===== src/hdl/rme_pkg.sv =====
`timescale 1ns / 1ps
`default_nettype none
package rme_pkg;

  localparam int TabLen = 24;
  localparam int AngW = 28;     // angle width, units of 2^-24 rad
  localparam int VecW = 30;     // CORDIC vector width (x may grow by ~1.65)
  localparam int SqW = 46;      // radicand width for the square root
  localparam int RootW = 23;    // square root result width

  localparam logic signed [AngW-1:0] PiQ24 = 28'sd52707179;
  localparam logic signed [16:0] HalfPiQ13 = 17'sd12868;
  localparam logic signed [16:0] PiQ13 = 17'sd25736;
  localparam logic signed [16:0] YMaxQ13 = 17'sd38604;
  localparam logic signed [15:0] OneQ14 = 16'sd16384;

  typedef enum logic [1:0] {
    CASE_FIRST  = 2'd0,
    CASE_SECOND = 2'd1,
    CASE_LOCK_N = 2'd2,
    CASE_LOCK_P = 2'd3
  } case_t;

  typedef struct packed {
    logic signed [VecW-1:0] x;
    logic signed [VecW-1:0] y;
    logic signed [AngW-1:0] z;
  } cvec_t;

  // Side data that travels with one item along the chain.
  typedef struct packed {
    logic signed [15:0] rz;
    case_t              kind;
  } side_t;

  function automatic logic signed [AngW-1:0] atan_tab(input int i);
    logic signed [AngW-1:0] t;
    case (i)
      0: t = 28'sd13176795;
      1: t = 28'sd7778716;
      2: t = 28'sd4110060;
      3: t = 28'sd2086331;
      4: t = 28'sd1047214;
      5: t = 28'sd524117;
      6: t = 28'sd262123;
      7: t = 28'sd131069;
      default: t = (i < TabLen) ? (AngW'(1) <<< (24 - i)) : '0;
    endcase
    return t;
  endfunction

  // Round a 2^-24 angle to Q3.13 and saturate.
  function automatic logic signed [16:0] to_q13(input logic signed [AngW-1:0] v,
                                                input logic signed [16:0] lo,
                                                input logic signed [16:0] hi);
    logic signed [AngW:0] s;
    logic signed [AngW-11:0] r;
    logic signed [16:0] o;
    s = {v[AngW-1], v} + (AngW+1)'(1024);
    r = s[AngW:11];
    if (r < (AngW-10)'(lo)) o = lo;
    else if (r > (AngW-10)'(hi)) o = hi;
    else o = r[16:0];
    return o;
  endfunction

  function automatic logic [16:0] abs17(input logic signed [16:0] v);
    return v[16] ? 17'(-v) : 17'(v);
  endfunction

endpackage
`default_nettype wire


===== src/hdl/rme_sqrt_cell.sv =====
`timescale 1ns / 1ps
`default_nettype none
// One restoring step of the integer square root: one result bit per cell.
module rme_sqrt_cell #(
  parameter int Step = 0
) (
  input  wire logic                   clk,
  input  wire logic                   en,
  input  wire logic [rme_pkg::SqW-1:0]   rem_in,
  input  wire logic [rme_pkg::RootW-1:0] root_in,
  output logic [rme_pkg::SqW-1:0]        rem_r,
  output logic [rme_pkg::RootW-1:0]      root_r
);
  import rme_pkg::*;
  localparam int Sh = 2 * (RootW - 1 - Step);

  logic [SqW+1:0] trial;
  logic [SqW-1:0] rem_nxt;
  logic [RootW-1:0] root_nxt;

  always_comb begin
    // Trial subtrahend (4*root + 1) << Sh, with root holding the upper bits.
    trial = ({2'b0, (SqW)'({root_in, 2'b01})}) << Sh;
    if ({2'b0, rem_in} >= trial) begin
      rem_nxt = rem_in - trial[SqW-1:0];
      root_nxt = {root_in[RootW-2:0], 1'b1};
    end else begin
      rem_nxt = rem_in;
      root_nxt = {root_in[RootW-2:0], 1'b0};
    end
  end

  always_ff @(posedge clk) begin
    if (en) begin
      rem_r <= rem_nxt;
      root_r <= root_nxt;
    end
  end
endmodule
`default_nettype wire


===== config.mk =====
export PLATFORM = sky130hd
export DESIGN_NAME = rme_sqrt_cell
export DESIGN_NICKNAME = d
export VERILOG_FILES = /design/src/hdl/rme_pkg.sv /design/src/hdl/rme_sqrt_cell.sv
export SDC_FILE = /design/constraint.sdc
export NUM_CORES = 1
export LEC_CHECK = 0
export BUFFER_PORTS_ARGS = -buffer_cell sky130_fd_sc_hd__buf_2
export CORE_ASPECT_RATIO = 0.8
export CORE_UTILIZATION = 40
export DETAILED_ROUTE_END_ITERATION = 10
export PLACE_DENSITY = 0.75
export SYNTH_ARGS = -nofsm -noshare
export SYNTH_HDL_FRONTEND = slang
export SYNTH_SLANG_ARGS = --single-unit

===== constraint.sdc =====
create_clock -name clk -period 2.35 [get_ports clk]
set_input_delay 0 -clock clk [delete_from_list [all_inputs] [get_ports clk]]
set_output_delay 0 -clock clk [all_outputs]
set_load 0.05 [all_outputs]

==> impl_metrics.tcl <==
set metrics [dict create \
    status "finished clean" \
    hold_viol 0 \
    synthSimpleGateAreaFrac 0.0556 \
    m1WireLength_mm 2.09 \
    ir_drop_mv 0.553 \
    power_mw 3.00 \
    htreeDepth 3 \
    ioPinCount 140 \
    cp.required_ns 2.52 \
    numCtsBuffers 9 \
    wl_met3_um 648 \
    ys_ff_latch 69 \
    final-setup-viol-count 0 \
    synth_mux_area_frac 0.00441 \
    antenna_left 0 \
    final_cells 391 \
    rows 24 \
    grt_pass1_wl_mm 8.98 \
    antennaDiodeCount 0 \
    worst_slack_ns 0.680 \
    synth_seq_area_share 0.912 \
    final_cell_mix "buf_2, edfxtp_1, dlygate4sd3_1" \
    dpl.cell_count 309 \
    powerDensity_nw_per_um2 767 \
    synthXorXnorAreaFrac 0.00386 \
    routedWlPerCell_um 14.9 \
    synth-adder-area-share 0.0110 \
    drt_iter0_drc 42 \
    ff_latch_area_um2 2070 \
    fp.dieW_um 86.2 \
    cp.arrival_ns 1.84 \
    cts.reportedPaths.clkPinSlew_ns 0.06 \
    slowest_delay_ns 0.53 \
    dr_wl_met2_mm 2.93 \
    worstPathCellList "dlygate4sd3_1, buf_2, nor4_1, nand4_1, o31ai_4, mux2i_1" \
    final_common_cell "buf_2" \
    yosys_warnings 0 \
    die-area_um2 5980 \
    synth_top_family_by_area "simple AND/OR/NAND/NOR gates" \
    gp_congestion 0.717 \
    hold_ws_ns 0.0698 \
    portBuffers 138 \
    cts_tree "done" \
    grt_pass1_vias 1918 \
    clk_path_buf_depth 2 \
    routed_wl_mm 5.82 \
    grt_util_all_layers 0.207 \
    period_share 0.711 \
    synth_cell_types 11 \
    finalMaxSlewViolations 0 \
    start_kind "input port" \
    die_y_um 69.4 \
    hold_start "rem_in[45]" \
    drv_cap 0 \
    grt_max_degree 70 \
    area_growth_pct 72.2 \
    p_leak_nw 1.63 \
    top_layer "met4" \
    hold_class "in -> reg" \
    nets 381 \
    core_um2 5470 \
    dp_hpwl_mm 3.40 \
    max_slew.worst_pin.slew_ns 0.816 \
    antenna_found_initial 0 \
    layout-drive-gt1-share 0.502 \
    dr.pass1.iters 4 \
    timing_worst_setup_path_type "in -> reg" \
    rsz0062_at_grt "false" \
    min_path_cells 3 \
    relSlewSlack 0.456 \
    syn_nets 165 \
    period_needed_ns 1.67 \
    synth_area_um2 2270 \
    synth_compound_area_frac 0.00937 \
    syn_area_per_cell_um2 24.7 \
    cpMaxStageDelayCell "dlygate4sd3_1" \
    multi_input_area_um2 191 \
    root_buffer "clkbuf_8" \
    fin_setup_tns_ns 0 \
    min_to "rem_r[45]" \
    maxClockFrequency_mhz 599 \
    postSynthCellCount 92 \
    cp_max_fo 3 \
    routed_via_density 4.44 \
    fillCellCount 352 \
    grt_overflow 0 \
    crit_path_end_kind "flop" \
    clkSinkCount 69 \
    start_util 0.416 \
    drc 0 \
    pre_cts_ws_ns 0.886 \
    via_count 1736 \
]
==> worst max path at each step <==
stage	startpoint	end	slack [ns]	cells after the start
after floorplan	rem_in[45]	rem_r[45]	1.24	6
after global placement	rem_in[21]	rem_r[45]	0.94	5
after detailed placement	rem_in[21]	rem_r[45]	0.89	5
after CTS	rem_in[21]	rem_r[45]	0.68	6
after global routing	rem_in[21]	rem_r[45]	0.59	6
final	rem_in[21]	rem_r[45]	0.68	6
==> power by group <==
part	internal (mW)	switching, mW
Combinational	0.183	0.451
Sequential	1.46	0.0244
Clock	0.483	0.395
==> Yosys cell counts <==
cell	n	area share
edfxtp_1	69	0.91
ha_1	2	0.011
inv_1	2	0.0033
mux2i_1	1	0.0044
nand4_1	3	0.0083
nor3b_1	1	0.0033
nor4_1	7	0.019
nor4_2	4	0.022
o31ai_4	1	0.0094
or3_1	1	0.0028
xnor2_1	1	0.0039
==> cell families after synthesis <==
| kind of cell | count (synthesis) |
|---|---|
| fa+ha+maj | 2 |
| compound gates | 1 |
| simple gates | 16 |
| mux | 1 |
| buf+inv | 2 |
| xor+xnor | 1 |
| flops | 69 |
==> critical path, delay by kind of cell <==
kind	cells	cell delay (ns)
buf+inv	2	0.66
simple gates	2	0.60
compound gates	1	0.34
mux	1	0.23
==> stage by stage <==
step / utilization / cell area (µm²)
final: 0.715 / 3910
after global routing: 0.715 / 3910
after CTS: 0.715 / 3910
after detailed placement: 0.561 / 3070
after global placement: 0.561 / 3070
after floorplan: - / 2270
==> layout make-up <==
class	count	share of cell area
sequential	69	0.530
timing repair buffer	205	0.348
multi-input combinational	21	0.0490
clock buffer	11	0.0336
tap	78	0.0250
clock inverter	5	0.0131
inverter	2	0.00192
==> what timing repair did <==
item	4_1_cts	5_1_grt
setup buffers	0	0
gates resized for setup	0	0
hold buffers	66	0
setup endpoints to repair	0	0
endpoints found under the hold margin	66	0
==> sequential cells by signal, summed over array words and instances (netlist names) <==
signal and count:
root_r 23, rem_r 46
==> routing by layer <==
metal | vias to the layer above | track usage
li1 | 813 | -
met1 | 804 | 0.203
met2 | 105 | 0.365
met3 | 14 | 0.0929
met4 | 0 | 0.102
met5 | - | 0
(Power assumes the default switching activity.)
