===== src/hdl/rme_pkg.sv =====
`timescale 1ns / 1ps
`default_nettype none
package rme_pkg;

  localparam int TabLen = 24;
  localparam int AngW = 28;     // angle width, units of 2^-24 rad
  localparam int VecW = 30;     // CORDIC vector width (x may grow by ~1.65)
  localparam int SqW = 46;      // radicand width for the square root
  localparam int RootW = 23;    // square root result width

  localparam logic signed [AngW-1:0] PiQ24 = 28'sd52707179;
  localparam logic signed [16:0] HalfPiQ13 = 17'sd12868;
  localparam logic signed [16:0] PiQ13 = 17'sd25736;
  localparam logic signed [16:0] YMaxQ13 = 17'sd38604;
  localparam logic signed [15:0] OneQ14 = 16'sd16384;

  typedef enum logic [1:0] {
    CASE_FIRST  = 2'd0,
    CASE_SECOND = 2'd1,
    CASE_LOCK_N = 2'd2,
    CASE_LOCK_P = 2'd3
  } case_t;

  typedef struct packed {
    logic signed [VecW-1:0] x;
    logic signed [VecW-1:0] y;
    logic signed [AngW-1:0] z;
  } cvec_t;

  // Side data that travels with one item along the chain.
  typedef struct packed {
    logic signed [15:0] rz;
    case_t              kind;
  } side_t;

  function automatic logic signed [AngW-1:0] atan_tab(input int i);
    logic signed [AngW-1:0] t;
    case (i)
      0: t = 28'sd13176795;
      1: t = 28'sd7778716;
      2: t = 28'sd4110060;
      3: t = 28'sd2086331;
      4: t = 28'sd1047214;
      5: t = 28'sd524117;
      6: t = 28'sd262123;
      7: t = 28'sd131069;
      default: t = (i < TabLen) ? (AngW'(1) <<< (24 - i)) : '0;
    endcase
    return t;
  endfunction

  // Round a 2^-24 angle to Q3.13 and saturate.
  function automatic logic signed [16:0] to_q13(input logic signed [AngW-1:0] v,
                                                input logic signed [16:0] lo,
                                                input logic signed [16:0] hi);
    logic signed [AngW:0] s;
    logic signed [AngW-11:0] r;
    logic signed [16:0] o;
    s = {v[AngW-1], v} + (AngW+1)'(1024);
    r = s[AngW:11];
    if (r < (AngW-10)'(lo)) o = lo;
    else if (r > (AngW-10)'(hi)) o = hi;
    else o = r[16:0];
    return o;
  endfunction

  function automatic logic [16:0] abs17(input logic signed [16:0] v);
    return v[16] ? 17'(-v) : 17'(v);
  endfunction

endpackage
`default_nettype wire


===== src/hdl/rme_cordic_cell.sv =====
`timescale 1ns / 1ps
`default_nettype none
// One vectoring CORDIC micro-rotation.
module rme_cordic_cell #(
  parameter int Stage = 0
) (
  input  wire logic           clk,
  input  wire logic           en,
  input  rme_pkg::cvec_t      v_in,
  output rme_pkg::cvec_t      v_r
);
  import rme_pkg::*;
  cvec_t v_nxt;
  logic signed [VecW-1:0] dx, dy;
  logic signed [AngW-1:0] a;

  always_comb begin
    dx = v_in.y >>> Stage;
    dy = v_in.x >>> Stage;
    a = atan_tab(Stage);
    if (!v_in.y[VecW-1]) begin
      v_nxt.x = v_in.x + dx;
      v_nxt.y = v_in.y - dy;
      v_nxt.z = v_in.z + a;
    end else begin
      v_nxt.x = v_in.x - dx;
      v_nxt.y = v_in.y + dy;
      v_nxt.z = v_in.z - a;
    end
  end

  always_ff @(posedge clk) begin
    if (en) v_r <= v_nxt;
  end
endmodule
`default_nettype wire


===== src/hdl/rme_cordic_chain.sv =====
`timescale 1ns / 1ps
`default_nettype none
// atan2(y, x): quadrant fold, then Stages micro-rotation cells.
module rme_cordic_chain #(
  parameter int Stages = 16
) (
  input  wire logic                        clk,
  input  wire logic                        en,
  input  wire logic signed [rme_pkg::VecW-1:0] y_in,
  input  wire logic signed [rme_pkg::VecW-1:0] x_in,
  output logic signed [rme_pkg::AngW-1:0]      ang
);
  import rme_pkg::*;
  cvec_t v [Stages+1];
  logic zero;

  always_comb begin
    v[0].x = x_in;
    v[0].y = y_in;
    v[0].z = '0;
    if (x_in[VecW-1]) begin
      v[0].x = -x_in;
      v[0].y = -y_in;
      v[0].z = y_in[VecW-1] ? -PiQ24 : PiQ24;
    end
  end
  assign zero = (x_in == '0) && (y_in == '0);

  // Zero flag rides alongside the cells.
  logic zero_d [Stages+1];
  assign zero_d[0] = zero;
  for (genvar g = 0; g < Stages; g++) begin : g_cell
    rme_cordic_cell #(.Stage(g)) u_cell (
      .clk(clk), .en(en), .v_in(v[g]), .v_r(v[g+1])
    );
    always_ff @(posedge clk) begin
      if (en) zero_d[g+1] <= zero_d[g];
    end
  end

  assign ang = zero_d[Stages] ? '0 : v[Stages].z;
endmodule
`default_nettype wire


===== config.mk =====
export PLATFORM = sky130hd
export DESIGN_NAME = rme_cordic_chain
export DESIGN_NICKNAME = d
export VERILOG_FILES = /design/src/hdl/rme_pkg.sv /design/src/hdl/rme_cordic_cell.sv /design/src/hdl/rme_cordic_chain.sv
export SDC_FILE = /design/constraint.sdc
export NUM_CORES = 2
export LEC_CHECK = 0
export ABC_CLOCK_PERIOD_IN_PS = 8300
export BUFFER_PORTS_ARGS = -buffer_cell sky130_fd_sc_hd__buf_2
export CORE_MARGIN = 2
export CORE_UTILIZATION = 61
export CTS_CLUSTER_SIZE = 16
export DETAILED_ROUTE_END_ITERATION = 16
export PLACE_DENSITY = 0.77
export SYNTH_ARGS = -nofsm -noshare
export SYNTH_HDL_FRONTEND = slang
export SYNTH_HIERARCHICAL = 1
export SYNTH_SLANG_ARGS = --single-unit
export TNS_END_PERCENT = 10

===== constraint.sdc =====
create_clock -name clk -period 8.3 [get_ports clk]
set_input_delay 1.66 -clock clk [delete_from_list [all_inputs] [get_ports clk]]
set_output_delay 1.66 -clock clk [all_outputs]
set_load 0.03 [all_outputs]

==> results.toml <==
[outcome]
status = "completed"

[synthesis]
syn_nets = 14000
netlist_area_um2 = 116000
synth.avg_cell_area_um2 = 9.28
synthCells = 12500
synth_warnings = 6

[clock_tree]
clk_path_buf_depth = 3
cts_resized = 0
postCtsHoldBufs = 0
cts.sink_count = 1290
htreeDepth = 4
cts-root-buf = "clkbuf_16"
path_clk_slew_ns = 0.06
postCtsSetupBuffers = 0
insertion_delay_ns = 0.82
cts_buffers = 151
cts_tree = "done"

[critical_path]
critical-path-top-delay-family = "compound AO/OA/AOI/OAI gates"
path_buf_inv = 4
cp_max_fo = 10
cpMostUsedCell = "a21oi_1"
arrival_ns = 6.62
endpoint_kind = "flip-flop"
start_kind = "input port"
r2r_setup_slack_ns = 3.04
critPathSlowestCell = "nand3_1"
setup.worst_path.class = "input port to flip-flop"
crit_chain = "buf_2 -> inv_1 -> ha_1 -> nor3b_1 -> nand3_1 -> o31ai_1 -> xnor2_1 -> inv_1 -> ha_1 -> clkinv_1 -> a21oi_1 -> o21bai_1 -> a21oi_1 -> o21ai_0 -> a21oi_1 -> a21oi_1 -> o41ai_1 -> xnor2_1"
crit_required_ns = 8.84
critical_path.max_stage_delay_ns = 0.57

[place]
routabilityCongestion = 0.992
io_buffers = 89
dp_hpwl_mm = 264

[sta]
finalCriticalPeriod_ns = 6.08
whs_ns = 0.405
timing.fmax_mhz = 164
finClkSkew_ns = 0.0255
finalCritPeriodShare_pct = 73.3
slew_headroom_pct = 5.58
setup_violations = 0
finalHoldViolCount = 0
rsz0062_at_grt = "no"
worstMarginPinSlew_ns = 1.41
report.final.slew_viol_count = 0
fin_tns_setup_ns = 0

[routing]
ant_nets = 0
wirelength_mm = 335
vias = 97400
drtIter0Drc = 7993
drc = 0
dr.pass1.iters = 8
wl_per_cell_um = 22.1
vias_per_cell = 6.43

[global_routing]
grt_max_degree = 204
antenna_found_initial = 13
grt_pass1_wl_mm = 518
grt_overflow = 0
track_usage_pct = 33.6
first_global_vias = 93400

[cells_and_area]
areaGrowthSynthToFinish_pct = 6.59
drive_above_1_share_pct = 5.07
final_nets = 13900
fill_cells = 15300

[min_path]
hp-class = "flip-flop to flip-flop"

[die]
dieArea_um2 = 194000
coreArea_um2 = 190000
start_util_pct = 61.3
die_h_um = 441
io_pins = 90
dieWidth_um = 441
std_cell_rows = 160

[run]
maxCapViolations = 0
## worst paths after layout
path                                       from                            endpoint  cells after the start
min                         zero_d[2]$_DFFE_PP_                 zero_d[1]$_DFFE_PP_                      0
max reg2reg  g_cell[7].u_cell/v_r[71]$_DFFE_PP_  g_cell[8].u_cell/v_r[54]$_DFFE_PP_                     13
max                                     y_in[0]  g_cell[0].u_cell/v_r[87]$_DFFE_PP_                     18
min reg2reg                 zero_d[2]$_DFFE_PP_                 zero_d[1]$_DFFE_PP_                      0
## sequential cells by signal, summed over array words and instances, names as in the netlist
register           cells
zero_d                16
g_cell.u_cell/v_r   1274
## per-stage QoR
stage | std cells | utilization [%] | setup WS, ns | area (µm²)
after floorplan | 12500 | - | 2.36 | 116000
after global placement | 14900 | 62.7 | 1.37 | 119000
after detailed placement | 14900 | 62.7 | 1.42 | 119000
after CTS | 15100 | 65.3 | 2.27 | 124000
after global routing | 15200 | 65.3 | 1.84 | 124000
final | 15200 | 65.3 | 2.22 | 124000
## layer usage
layer	vias up	wire (µm)	global-route usage [%]
li1	46600	-	-
met3	875	18600	4.54
met2	3573	161000	57.3
met1	46400	134000	40.3
met5	-	60	0
met4	8	21900	20.2
## worst reg2reg max path, stage by stage (launching register included)
cell and delay, ns:
edfxtp_1 0.51, or4_4 0.62, nor4_1 0.90, a21oi_1 0.19, xor2_1 0.20, ha_1 0.33, o21ai_0 0.11, o21ai_0 0.10
o21a_1 0.22, nor4_1 1.05, o311ai_1 0.21, a31oi_1 0.31, o21ai_1 0.11, xor2_1 0.14
## layout make-up
type	count	area [µm²]	share of cell area [%]
repair buffers	148	953	0.768
well taps	2511	3140	2.53
clock buffers	174	3910	3.15
diodes	6	15.0	0.0121
inverters	570	2140	1.72
multi-input cells	10400	74200	59.8
clock inverters	102	1010	0.815
flip-flops and latches	1290	38700	31.2
## cell usage in the layout, fill, tap and decap left out, types with 51 or more instances in the layout
cell and count:
o211ai_1 90, a31oi_1 164, nor2_1 1095, buf_2 88, o21a_1 145, and2_1 85, nand4_1 167, inv_1 561
and3_1 129, or3_1 64, edfxtp_1 1290, o31ai_1 90, o41ai_1 51, nor2b_1 180, ha_1 1298, nor4_1 92
nand3_1 250, clkbuf_16 153, o21ai_0 569, xnor2_1 1003, a21o_1 500, o21bai_1 164, a21oi_1 1395, a211oi_1 116
nand2_1 779, nand2b_1 112, buf_4 55, nor3_1 286, xor2_1 598
Power is not shown: default switching activity piles up to over one toggle a cycle in this logic, so the estimate is an artifact.
